## config.mk

```make
export PLATFORM = sky130hd
export DESIGN_NAME = ip_l4_flow_key_parser
export DESIGN_NICKNAME = d
export VERILOG_FILES = /design/src/l4fk_pkg.sv /design/src/ip_l4_flow_key_parser.sv
export SDC_FILE = /design/constraint.sdc
export NUM_CORES = 2
export LEC_CHECK = 0
export ABC_AREA = 1
export BUFFER_PORTS_ARGS = -buffer_cell sky130_fd_sc_hd__buf_2
export CAP_MARGIN = 30
export CORE_MARGIN = 5
export CORE_UTILIZATION = 58
export DETAILED_ROUTE_END_ITERATION = 10
export PLACE_DENSITY = 0.8
export SLEW_MARGIN = 20
export SYNTH_ARGS = -nofsm -noshare
export SYNTH_HDL_FRONTEND = slang
export SYNTH_SLANG_ARGS = --single-unit
```

## constraint.sdc

```tcl
create_clock -name clk -period 34.2 [get_ports clk]
set_input_delay 6.84 -clock clk [delete_from_list [all_inputs] [get_ports clk]]
set_output_delay 6.84 -clock clk [all_outputs]
set_load 0.01 [all_outputs]
```

## src/l4fk_pkg.sv

```systemverilog
package l4fk_pkg;

    // Saturating byte counter
    localparam int          COUNT_W   = 17;
    localparam logic [16:0] COUNT_MAX = 17'h1FFFF;

    // Result status codes
    localparam logic [2:0] ST_OK   = 3'd0;
    localparam logic [2:0] ST_LEN  = 3'd1;
    localparam logic [2:0] ST_VER  = 3'd2;
    localparam logic [2:0] ST_FRAG = 3'd3;
    localparam logic [2:0] ST_EXT  = 3'd4;

    localparam logic [3:0] IPV4_VER = 4'd4;
    localparam logic [3:0] IPV6_VER = 4'd6;

    // Protocol / next-header numbers
    localparam logic [7:0] PROTO_TCP     = 8'd6;
    localparam logic [7:0] PROTO_UDP     = 8'd17;
    localparam logic [7:0] PROTO_HOPOPT  = 8'd0;
    localparam logic [7:0] PROTO_ROUTING = 8'd43;
    localparam logic [7:0] PROTO_FRAG    = 8'd44;
    localparam logic [7:0] PROTO_AH      = 8'd51;
    localparam logic [7:0] PROTO_DSTOPT  = 8'd60;

    // Header sizes in bytes
    localparam logic [6:0] IPV4_MIN_HDR = 7'd20;
    localparam logic [6:0] IPV6_HDR     = 7'd40;
    localparam logic [6:0] TCP_MIN_HDR  = 7'd20;
    localparam logic [6:0] UDP_HDR      = 7'd8;

    localparam int RES_W = 358;
    localparam int OUT_W = 360;

    // Per-packet capture state
    typedef struct packed {
        logic [16:0] count;
        logic [3:0]  ver;
        logic [3:0]  ihl;
        logic [15:0] ip_len;
        logic [15:0] frag;
        logic [7:0]  proto;
        logic [63:0] src_hi;
        logic [63:0] src_lo;
        logic [63:0] dst_hi;
        logic [63:0] dst_lo;
        logic [15:0] sport;
        logic [15:0] dport;
        logic [31:0] seq;
        logic [15:0] tlen;
        logic [3:0]  tflags;
    } flow_state_t;

    // Result, last member in the lowest bits
    typedef struct packed {
        logic [15:0] payload_bytes;
        logic [31:0] sequence_number;
        logic [6:0]  flag_bits;
        logic [15:0] port_b;
        logic [15:0] port_a;
        logic [63:0] addr_b_low;
        logic [63:0] addr_b_high;
        logic [63:0] addr_a_low;
        logic [63:0] addr_a_high;
        logic [7:0]  protocol;
        logic [3:0]  ip_version;
        logic [2:0]  status;
    } result_t;

endpackage

```

## src/ip_l4_flow_key_parser.sv

```systemverilog
// IPv4/IPv6 TCP/UDP flow key parser. Packet bytes arrive on the slave stream one
// request per byte, starting at the IP header, with tlast on the final byte. The
// block takes one byte every cycle with no gaps between packets, except that a final
// byte waits for a free snapshot slot; each byte only updates a positional capture
// and the byte count. On the final byte the captured header state is moved to a
// snapshot register and the working state is cleared, so the next packet may start
// in the very next cycle. From the snapshot the length checks, rejection rules and
// canonical endpoint ordering are evaluated and loaded into the output register once
// it is free. The output register and the snapshot register decouple the two sides,
// so a stalled result only holds input once the snapshot is full and a further final
// byte arrives. Non-final bytes never produce a result. On rejection only status,
// ip_version and fragment flag bits are nonzero.
module ip_l4_flow_key_parser (
    input  logic                      clk,
    input  logic                      rst_n,
    input  logic                      s_axis_tvalid,
    output logic                      s_axis_tready,
    input  logic [7:0]                s_axis_tdata,   // [7:0] packet_byte
    input  logic                      s_axis_tlast,   // last_byte
    output logic                      m_axis_tvalid,
    input  logic                      m_axis_tready,
    // [2:0] status, [6:3] ip_version, [14:7] protocol, [78:15] addr_a_high,
    // [142:79] addr_a_low, [206:143] addr_b_high, [270:207] addr_b_low,
    // [286:271] port_a, [302:287] port_b, [309:303] flag_bits,
    // [341:310] sequence_number, [357:342] payload_bytes, [359:358] zero
    output logic [l4fk_pkg::OUT_W-1:0] m_axis_tdata
);
    import l4fk_pkg::*;

    // Input register
    logic       in_v_reg;
    logic [7:0] in_byte_reg;
    logic       in_last_reg;

    // Working capture state and end-of-packet snapshot
    flow_state_t st_reg, st_next, cap;
    logic        snap_v_reg, snap_v_next;
    flow_state_t snap_reg;

    // Output register
    logic    out_v_reg, out_v_next;
    result_t out_reg, res;

    logic out_ready, snap_ready, snap_go, cap_go;

    assign out_ready     = !out_v_reg || m_axis_tready;
    assign snap_ready    = !snap_v_reg || out_ready;
    assign snap_go       = snap_v_reg && out_ready;
    // A final byte needs a free snapshot slot; other bytes always move on
    assign cap_go        = in_v_reg && (!in_last_reg || snap_ready);
    assign s_axis_tready = !in_v_reg || cap_go;

    assign m_axis_tvalid = out_v_reg;
    assign m_axis_tdata  = {{(OUT_W - RES_W){1'b0}}, out_reg};

    //------------------------------------------------------------------------
    // Positional capture of the registered byte
    //------------------------------------------------------------------------
    logic [16:0] pos;
    logic [16:0] off;
    logic [16:0] rel;
    logic        is4, is6;

    always_comb
    begin
        pos = st_reg.count;
        cap = st_reg;
        off = 17'd0;
        rel = 17'd0;

        // Version and header length take effect for this same byte
        if (pos == 17'd0)
        begin
            cap.ver = in_byte_reg[7:4];
            cap.ihl = in_byte_reg[3:0];
        end
        is4 = (cap.ver == IPV4_VER);
        is6 = (cap.ver == IPV6_VER);

        if (is4)
        begin
            off = {11'd0, cap.ihl, 2'b00};
            if (pos == 17'd2 || pos == 17'd3)
                cap.ip_len = {cap.ip_len[7:0], in_byte_reg};
            if (pos == 17'd6 || pos == 17'd7)
                cap.frag = {cap.frag[7:0], in_byte_reg};
            if (pos == 17'd9)
                cap.proto = in_byte_reg;
            if (pos >= 17'd12 && pos <= 17'd15)
                cap.src_lo = {cap.src_lo[55:0], in_byte_reg};
            if (pos >= 17'd16 && pos <= 17'd19)
                cap.dst_lo = {cap.dst_lo[55:0], in_byte_reg};
        end
        else if (is6)
        begin
            off = {10'd0, IPV6_HDR};
            if (pos == 17'd4 || pos == 17'd5)
                cap.ip_len = {cap.ip_len[7:0], in_byte_reg};
            if (pos == 17'd6)
                cap.proto = in_byte_reg;
            if (pos >= 17'd8 && pos <= 17'd15)
                cap.src_hi = {cap.src_hi[55:0], in_byte_reg};
            if (pos >= 17'd16 && pos <= 17'd23)
                cap.src_lo = {cap.src_lo[55:0], in_byte_reg};
            if (pos >= 17'd24 && pos <= 17'd31)
                cap.dst_hi = {cap.dst_hi[55:0], in_byte_reg};
            if (pos >= 17'd32 && pos <= 17'd39)
                cap.dst_lo = {cap.dst_lo[55:0], in_byte_reg};
        end

        // Transport header; protocol byte also counts for this same byte
        if ((is4 || is6) && pos >= off)
        begin
            rel = pos - off;
            if (rel == 17'd0 || rel == 17'd1)
                cap.sport = {cap.sport[7:0], in_byte_reg};
            if (rel == 17'd2 || rel == 17'd3)
                cap.dport = {cap.dport[7:0], in_byte_reg};
            if (cap.proto == PROTO_TCP)
            begin
                if (rel >= 17'd4 && rel <= 17'd7)
                    cap.seq = {cap.seq[23:0], in_byte_reg};
                if (rel == 17'd12)
                    cap.tlen = {10'd0, in_byte_reg[7:4], 2'b00};
                if (rel == 17'd13)
                    cap.tflags = {in_byte_reg[2], in_byte_reg[0],
                                  in_byte_reg[4], in_byte_reg[1]};
            end
            else if (cap.proto == PROTO_UDP)
            begin
                if (rel == 17'd4 || rel == 17'd5)
                    cap.tlen = {cap.tlen[7:0], in_byte_reg};
            end
        end

        if (pos != COUNT_MAX)
            cap.count = pos + 17'd1;
    end

    always_comb
    begin
        st_next = st_reg;
        if (cap_go)
            st_next = in_last_reg ? '0 : cap;
    end

    assign snap_v_next = (cap_go && in_last_reg) ? 1'b1 : (snap_go ? 1'b0 : snap_v_reg);
    assign out_v_next  = snap_go ? 1'b1 : (m_axis_tready ? 1'b0 : out_v_reg);

    //------------------------------------------------------------------------
    // End-of-packet checks and canonical ordering, from the snapshot
    //------------------------------------------------------------------------
    logic [2:0]  status;
    logic [1:0]  frag_bits;
    logic [16:0] len;
    logic [16:0] eff_len;
    logic [16:0] tot;
    logic [6:0]  hoff;
    logic [17:0] len18;
    logic [17:0] off18;
    logic [15:0] sp, dp, pay;
    logic [3:0]  tfl;
    logic [31:0] sq;
    logic [17:0] pay18;
    logic        src_a;

    always_comb
    begin
        status    = ST_OK;
        frag_bits = 2'b00;
        len       = snap_reg.count;
        eff_len   = len;
        tot       = 17'd0;
        hoff      = 7'd0;
        sp        = 16'd0;
        dp        = 16'd0;
        pay       = 16'd0;
        tfl       = 4'd0;
        sq        = 32'd0;
        pay18     = 18'd0;

        if (snap_reg.ver == IPV4_VER)
        begin
            hoff = {1'b0, snap_reg.ihl, 2'b00};
            tot  = {1'b0, snap_reg.ip_len};
            if (len < {10'd0, IPV4_MIN_HDR} || hoff < IPV4_MIN_HDR ||
                {10'd0, hoff} > len || tot < {10'd0, hoff} || tot > len)
                status = ST_LEN;
            else
            begin
                frag_bits = {snap_reg.frag[12:0] != 13'd0, snap_reg.frag[13]};
                if (frag_bits != 2'b00)
                    status = ST_FRAG;
            end
            eff_len = tot;
        end
        else if (snap_reg.ver == IPV6_VER)
        begin
            hoff = IPV6_HDR;
            tot  = {10'd0, IPV6_HDR} + {1'b0, snap_reg.ip_len};
            if (len < {10'd0, IPV6_HDR} || tot > len)
                status = ST_LEN;
            else if (snap_reg.proto == PROTO_FRAG)
            begin
                status    = ST_FRAG;
                frag_bits = 2'b10;
            end
            else if (snap_reg.proto == PROTO_HOPOPT || snap_reg.proto == PROTO_ROUTING ||
                     snap_reg.proto == PROTO_DSTOPT || snap_reg.proto == PROTO_AH)
                status = ST_EXT;
            eff_len = tot;
        end
        else
            status = ST_VER;

        len18 = {1'b0, eff_len};
        off18 = {11'd0, hoff};

        if (status == ST_OK)
        begin
            if (snap_reg.proto == PROTO_TCP)
            begin
                if (off18 + {11'd0, TCP_MIN_HDR} > len18 ||
                    snap_reg.tlen < {9'd0, TCP_MIN_HDR} ||
                    off18 + {2'b00, snap_reg.tlen} > len18)
                    status = ST_LEN;
                else
                begin
                    sp    = snap_reg.sport;
                    dp    = snap_reg.dport;
                    tfl   = snap_reg.tflags;
                    sq    = snap_reg.seq;
                    pay18 = len18 - off18 - {2'b00, snap_reg.tlen};
                    pay   = pay18[15:0];
                end
            end
            else if (snap_reg.proto == PROTO_UDP)
            begin
                if (off18 + {11'd0, UDP_HDR} > len18 ||
                    snap_reg.tlen < {9'd0, UDP_HDR} ||
                    off18 + {2'b00, snap_reg.tlen} > len18)
                    status = ST_LEN;
                else
                begin
                    sp  = snap_reg.sport;
                    dp  = snap_reg.dport;
                    pay = snap_reg.tlen - {9'd0, UDP_HDR};
                end
            end
        end

        // Equal keys keep the source as endpoint a
        src_a = {snap_reg.src_hi, snap_reg.src_lo, sp} <=
                {snap_reg.dst_hi, snap_reg.dst_lo, dp};

        res            = '0;
        res.status     = status;
        res.ip_version = snap_reg.ver;
        if (status == ST_OK)
        begin
            res.protocol        = snap_reg.proto;
            res.addr_a_high     = src_a ? snap_reg.src_hi : snap_reg.dst_hi;
            res.addr_a_low      = src_a ? snap_reg.src_lo : snap_reg.dst_lo;
            res.addr_b_high     = src_a ? snap_reg.dst_hi : snap_reg.src_hi;
            res.addr_b_low      = src_a ? snap_reg.dst_lo : snap_reg.src_lo;
            res.port_a          = src_a ? sp : dp;
            res.port_b          = src_a ? dp : sp;
            res.flag_bits       = {src_a, 2'b00, tfl};
            res.sequence_number = sq;
            res.payload_bytes   = pay;
        end
        else
            res.flag_bits = {1'b0, frag_bits, 4'd0};
    end

    //------------------------------------------------------------------------
    // Registers
    //------------------------------------------------------------------------
    always_ff @(posedge clk or negedge rst_n)
    begin
        if (!rst_n)
        begin
            in_v_reg   <= 1'b0;
            st_reg     <= '0;
            snap_v_reg <= 1'b0;
            out_v_reg  <= 1'b0;
        end
        else
        begin
            if (s_axis_tready)
                in_v_reg <= s_axis_tvalid;
            st_reg     <= st_next;
            snap_v_reg <= snap_v_next;
            out_v_reg  <= out_v_next;
        end
    end

    always_ff @(posedge clk)
    begin
        if (s_axis_tready && s_axis_tvalid)
        begin
            in_byte_reg <= s_axis_tdata;
            in_last_reg <= s_axis_tlast;
        end
        if (cap_go && in_last_reg)
            snap_reg <= cap;
        if (snap_go)
            out_reg <= res;
    end

    //------------------------------------------------------------------------
    // Assertions
    //------------------------------------------------------------------------
    a_ok_version: assert property (@(posedge clk) disable iff (!rst_n)
        out_v_reg && out_reg.status == ST_OK |->
            out_reg.ip_version == IPV4_VER || out_reg.ip_version == IPV6_VER)
        else $error("accepted result with bad IP version");

    a_reject_zero: assert property (@(posedge clk) disable iff (!rst_n)
        out_v_reg && out_reg.status != ST_OK |->
            out_reg.protocol == 8'd0 && out_reg.port_a == 16'd0 &&
            out_reg.port_b == 16'd0 && out_reg.addr_a_low == 64'd0 &&
            out_reg.addr_b_low == 64'd0 && out_reg.payload_bytes == 16'd0)
        else $error("rejected result carries key fields");

    a_snap_load: assert property (@(posedge clk) disable iff (!rst_n)
        cap_go && in_last_reg |=> snap_v_reg)
        else $error("final byte did not reach snapshot");

    a_state_clear: assert property (@(posedge clk) disable iff (!rst_n)
        cap_go && in_last_reg |=> st_reg.count == 17'd0 && st_reg.ver == 4'd0)
        else $error("capture state not cleared after final byte");

endmodule

```

### After elaboration in Yosys (flattened, before gate mapping)

Cells that the tools add are included.

| word-level totals | value |
|---|---|
| word-level logic and storage cells | 245 |
| register bits | 1178 |
| output and inout bits | 362 |
| input port bits | 13 |

| cells by class | value |
|---|---|
| bitwise gates (word level) | 3 |
| reduce and logical (&&, ||, !) cells | 50 |
| $add $sub $neg | 9 |
| eq/ne operators | 27 |
| muxes and demuxes | 81 |
| $lt $le $gt $ge | 26 |

Operator list:

| cell | count |
|---|---|
| 64-bit two-way mux | 14 |
| 16-bit two-way mux | 28 |
| 405-bit two-way mux | 1 |
| 264-bit two-way mux | 1 |
| 144-bit less-or-equal comparator | 1 |
| 17-bit by 3-bit == test with 1-bit output, second input constant | 6 |
| 84-bit two-way mux | 1 |
| 17-bit by 2-bit == test with 1-bit output, second input constant | 4 |
| 32-bit two-way mux | 2 |
| 17-bit by 4-bit == test with 1-bit output, second input constant | 3 |
| 17-bit by 5-bit less-or-equal comparator with 1-bit output, second input constant | 3 |
| 17-bit two-way mux | 3 |
| 17-bit by 4-bit greater-or-equal comparator with 1-bit output, second input constant | 2 |
| 17-bit by 5-bit greater-or-equal comparator with 1-bit output, second input constant | 2 |
| 17-bit greater-than comparator | 2 |
| 8-bit by 17-bit greater-than comparator with 1-bit output | 2 |
| 17-bit logical NOT | 2 |
| 8-bit by 6-bit == test with 1-bit output, second input constant | 4 |
| 8-bit two-way mux | 4 |
| 3-bit two-way mux | 10 |
| 6-bit two-way mux | 4 |
| 1-bit logical OR | 23 |
| 17-bit by 1-bit adder with 17-bit output, second input constant | 1 |
| 6-bit by 16-bit adder with 17-bit output, first input constant | 1 |
| other kinds (38) | 72 |

### Longest topological paths before layout

| depth | value |
|---|---|
| depth after elaboration | 16 |
| gate-level depth with buffers | 50 |

### Worst setup path after synthesis

No wires, ideal clock.

| timing | value |
|---|---|
| kind | input -> register |
| from | in m_axis_tready |
| to | reg out_reg, in the netlist m_axis_tdata[0] (enable) |
| arrival | 21810 ps |
| path slack | 11299 ps |
| required time | 33110 ps |
| setup time | 1090 ps |
| stages | 2 |
| path through | nor2_1 nor2_1 |

| between the ends | value |
|---|---|
| word-level cells in the longest chain between the ends | 2 |

Ends and longest elaborated chain:

| element | line | text |
|---|---|---|
| start: declaration | ip_l4_flow_key_parser.sv:21 | `input logic m_axis_tready,` |
| 1-bit logical OR | ip_l4_flow_key_parser.sv:46 | `assign out_ready = !out_v_reg \|\| m_axis_tready;` |
| 1-bit logical AND | ip_l4_flow_key_parser.sv:48 | `assign snap_go = snap_v_reg && out_ready;` |
| end signal: assignment | ip_l4_flow_key_parser.sv:308 | `out_reg <= res;` |
| end: declaration | ip_l4_flow_key_parser.sv:42 | `result_t out_reg, res;` |

Every way passes these cells.
A chain may end at the register's enable or synchronous reset.

### Worst setup path in the final report

| timing | value |
|---|---|
| from | in m_axis_tready |
| to | out s_axis_tready |

| between the ends | value |
|---|---|
| word-level cells in the longest chain between the ends | 5 |

Ends and longest elaborated chain:

| element | line | text |
|---|---|---|
| 1-bit logical OR | ip_l4_flow_key_parser.sv:46 |  |
| 1-bit logical OR | ip_l4_flow_key_parser.sv:47 | `assign snap_ready = !snap_v_reg \|\| out_ready;` |
| 1-bit logical OR | ip_l4_flow_key_parser.sv:50 | `assign cap_go = in_v_reg && (!in_last_reg \|\| snap_ready);` |
| 1-bit logical AND | ip_l4_flow_key_parser.sv:50 |  |
| 1-bit logical OR | ip_l4_flow_key_parser.sv:51 | `assign s_axis_tready = !in_v_reg \|\| cap_go;` |
| end: declaration | ip_l4_flow_key_parser.sv:17 | `output logic s_axis_tready,` |

Every way passes these cells.

==> metrics.md <==
| Metric | Value |
|---|---|
| Slew @ Worst Pin | `1.06 ns` |
| CP Data Arrival Time | `7.91 ns` |
| IO Count | `375` |
| Post-synth EDFFs | `770` |
| Max IR drop VDD | `42.0 uV` |
| Post-Synth Adder-Cell Area | `0.0541` |
| Port Buffers | `372` |
| Largest net degree at the start of global routing | `134` |
| Setup TNS | `0 ns` |
| Hold Path Depth | `2` |
| Antenna cell count | `0` |
| Cell-internal power | `2.62 mW` |
| CTS tree | `built` |
| Register area share after synthesis | `0.545` |
| Final setup fails | `0` |
| Reg power frac | `0.452` |
| Clock skew | `0.0383 ns` |
| Rows | `119` |
| Largest cells by area after synthesis | `edfxtp_1 38%, dfrtp_1 17%, nand2_1 14%` |
| Synth area leader | `edfxtp_1` |
| Synth top area share | `0.378` |
| Core area | `105,000 sq um` |
| CTS H-tree depth | `3` |
| Slew Viols, Final | `0` |
| R2r setup slk | `22.78 ns` |
| Worst Reg-to-Reg Cells | `47` |
| Slew margin rel. | `0.296` |
| Setup crit start kind | `input port` |
| Crit. End Element | `output port` |
| Setup Crit Path Kind | `in -> out` |
| Hold Buf Count CTS | `0` |
| Worst path required time | `27.36 ns` |
| Logic gate share of total power | `0.190` |
| FFs w/ async S/R, synth | `0.345` |
| Synth cell types | `60` |
| Switching share of power | `0.300` |
| Total GRT Usage | `0.287` |
| 1st-iter DRT viols | `5,555` |
| Synth Area in Compound Gates | `0.110` |
| DP HPWL | `113,000 um` |
| Max incr delay on CP | `0.32 ns` |
| Synth top cells by count | `2,221 x nand2_1, 1,041 x inv_1, 770 x edfxtp_1` |
| Share of layout cells above drive strength 1 | `0.0992` |
| Avg Cell Area, Syn | `8.84 sq um` |
| DRC violation count after routing | `0` |
| Final worst-path cycle share | `0.431` |
| Fmax | `67.8 MHz` |
| Initial core utilization | `0.582` |
| XOR/XNOR Fraction of Synth Area | `0.00745` |
| Synth-to-layout area growth | `11.6%` |
| Die ar. | `112,000 sq um` |
| Worst skew pair latency | `0.74 ns` |
| Worst-path fanout max | `3` |
| Min Tclk post-route | `14.75 ns` |
| Via density | `5.71` |
| Mapped Area | `61,100 sq um` |
| Number of iterations in the first detailed-routing pass | `8` |
| Synthesized flop and latch total | `1,176` |
| RSZ-0062 raised after global routing | `no` |
| Synth Flop Type | `edfxtp_1` |
| First-pass GRT wire length | `257,000 um` |
| Vias in the first global route | `46,600` |
| Routability cong. | `0.920` |
| Post-Synth Simple-Gate Area | `0.193` |
| Post-Layout Cell Count | `8,641` |
| Final Hold Fails | `0` |
| CTS buffer count | `121` |
| Count leader, synth | `nand2_1` |
| Sw Pwr | `1.12 mW` |
| Pwr/cell area | `54.8 nW/um^2` |
| Initial antenna violation count | `4` |
| Worst-path cell with the longest stage delay | `nor2_1` |
| Remaining Overflow, GRT | `0` |
| Root Buffer | `clkbuf_16` |
| Max reg flops | `386` |
| Leak | `32.8 nW` |
| Maxcap violations | `0` |
| Final WL | `166,000 um` |
| Die height | `335 um` |
| Post-route ant nets | `0` |
| Resize count post-CTS | `0` |
| Proportion of power drawn by the clock network | `0.359` |
| Via count | `49,400` |
| Die width | `335 um` |
| Worst-path cell chain | `buf_2 -> nor2_1 -> nand3_1 -> nor2_1 -> inv_1 -> buf_2` |
| Power, Total | `3.74 mW` |
| Clk slew on worst S/H paths | `0.06 ns` |
| Clk sinks | `1,176` |
| # Post-CTS Setup Buffers | `0` |
| Nets@finish | `7,415` |
| Routed wire length per instance | `19.2 um` |
| Placed cells | `8,398` |
| Min-Delay Path Class | `reg -> reg` |
| Yosys warns | `0` |
| Status | `finished clean` |
| CTS Buffer Depth | `3` |
| Largest family of logic cells by synthesized area | `simple AND/OR/NAND/NOR gates` |
| Cell count after synthesis | `6,912` |
| Post-synthesis mux area share | `0.00262` |
==> metal layers <==
metal | vias to the layer above | wire, um | GRT usage
met3 | 379 | 14300 | 0.0416
met4 | 2 | 6420 | 0.109
met1 | 23400 | 67900 | 0.403
met2 | 2264 | 77200 | 0.459
li1 | 23300 | - | -
met5 | - | 13 | 0
==> cell type report <==
class	instances	area, sq um
sequential	1176	33300
fill	8292	36800
tap	1391	1740
clock inverter	62	597
multi-input combinational	4349	22500
inverter	1056	4000
timing repair buffer	438	2610
clock buffer	169	3470
==> power by group through the flow <==
stage          registers, mW  logic [mW]  clock network [mW]
4_1_cts                 1.69       0.693                1.36
2_1_floorplan           1.74       0.480                   0
5_1_grt                 1.70       0.786                1.42
3_5_place_dp            1.72       0.689                   0
3_3_place_gp            1.71       0.672                   0
6_report                1.69       0.709                1.34
==> per-stage QoR <==
stage | hold slack [ns] | cell area, sq um | setup slack, ns | util
CTS | 0.482 | 67900 | 19.47 | 0.647
floorplan | 0.448 | 61100 | 11.30 | -
finish | 0.478 | 68200 | 19.45 | 0.650
detailed placement | 0.465 | 63800 | 19.48 | 0.608
global placement | 0.459 | 63800 | 19.55 | 0.608
global route | 0.498 | 68200 | 19.36 | 0.650
==> path summary, 6_finish.rpt <==
path / to / start
min: st_reg[44] / st_reg[44]
max in group asynchronous: st_reg[313] / rst_n
min reg2reg: st_reg[44] / st_reg[44]
max reg2reg: m_axis_tdata[273] / res[6]
min in group asynchronous: st_reg[37] / rst_n
max: s_axis_tready / m_axis_tready
==> critical path, delay by kind of cell <==
kind | cells | cell delay [ns]
and+or+nand+nor | 3 | 0.74
buffers and inverters | 3 | 0.32
==> cells by family after synthesis <==
group,count (synthesis)
multiplexers,16
other,1
adder cells (fa/ha/maj),260
AO/OA/AOI/OAI,1120
AND/OR/NAND/NOR,2899
buffers and inverters,1388
XOR/XNOR,52
flip-flops,1176
==> layout by cell type, fill, tap and decap left out, drive strengths merged, types with 23 or more instances in the layout <==
cell    synthesis  routed
o22ai         251     251
o21ai         342     342
inv          1054    1060
nand2        2247    2247
a32oi         128     128
nor2          259     259
nand4          44      44
edfxtp        770     770
nor4           23      23
clkinv          2      45
nor3           69      69
nand3         222     222
dfrtp         406     406
xor2           47      47
ha            253     253
buf           110     438
clkbuf        222     169
a21oi         307     307
Note: power is estimated with default switching activity, not from simulation.
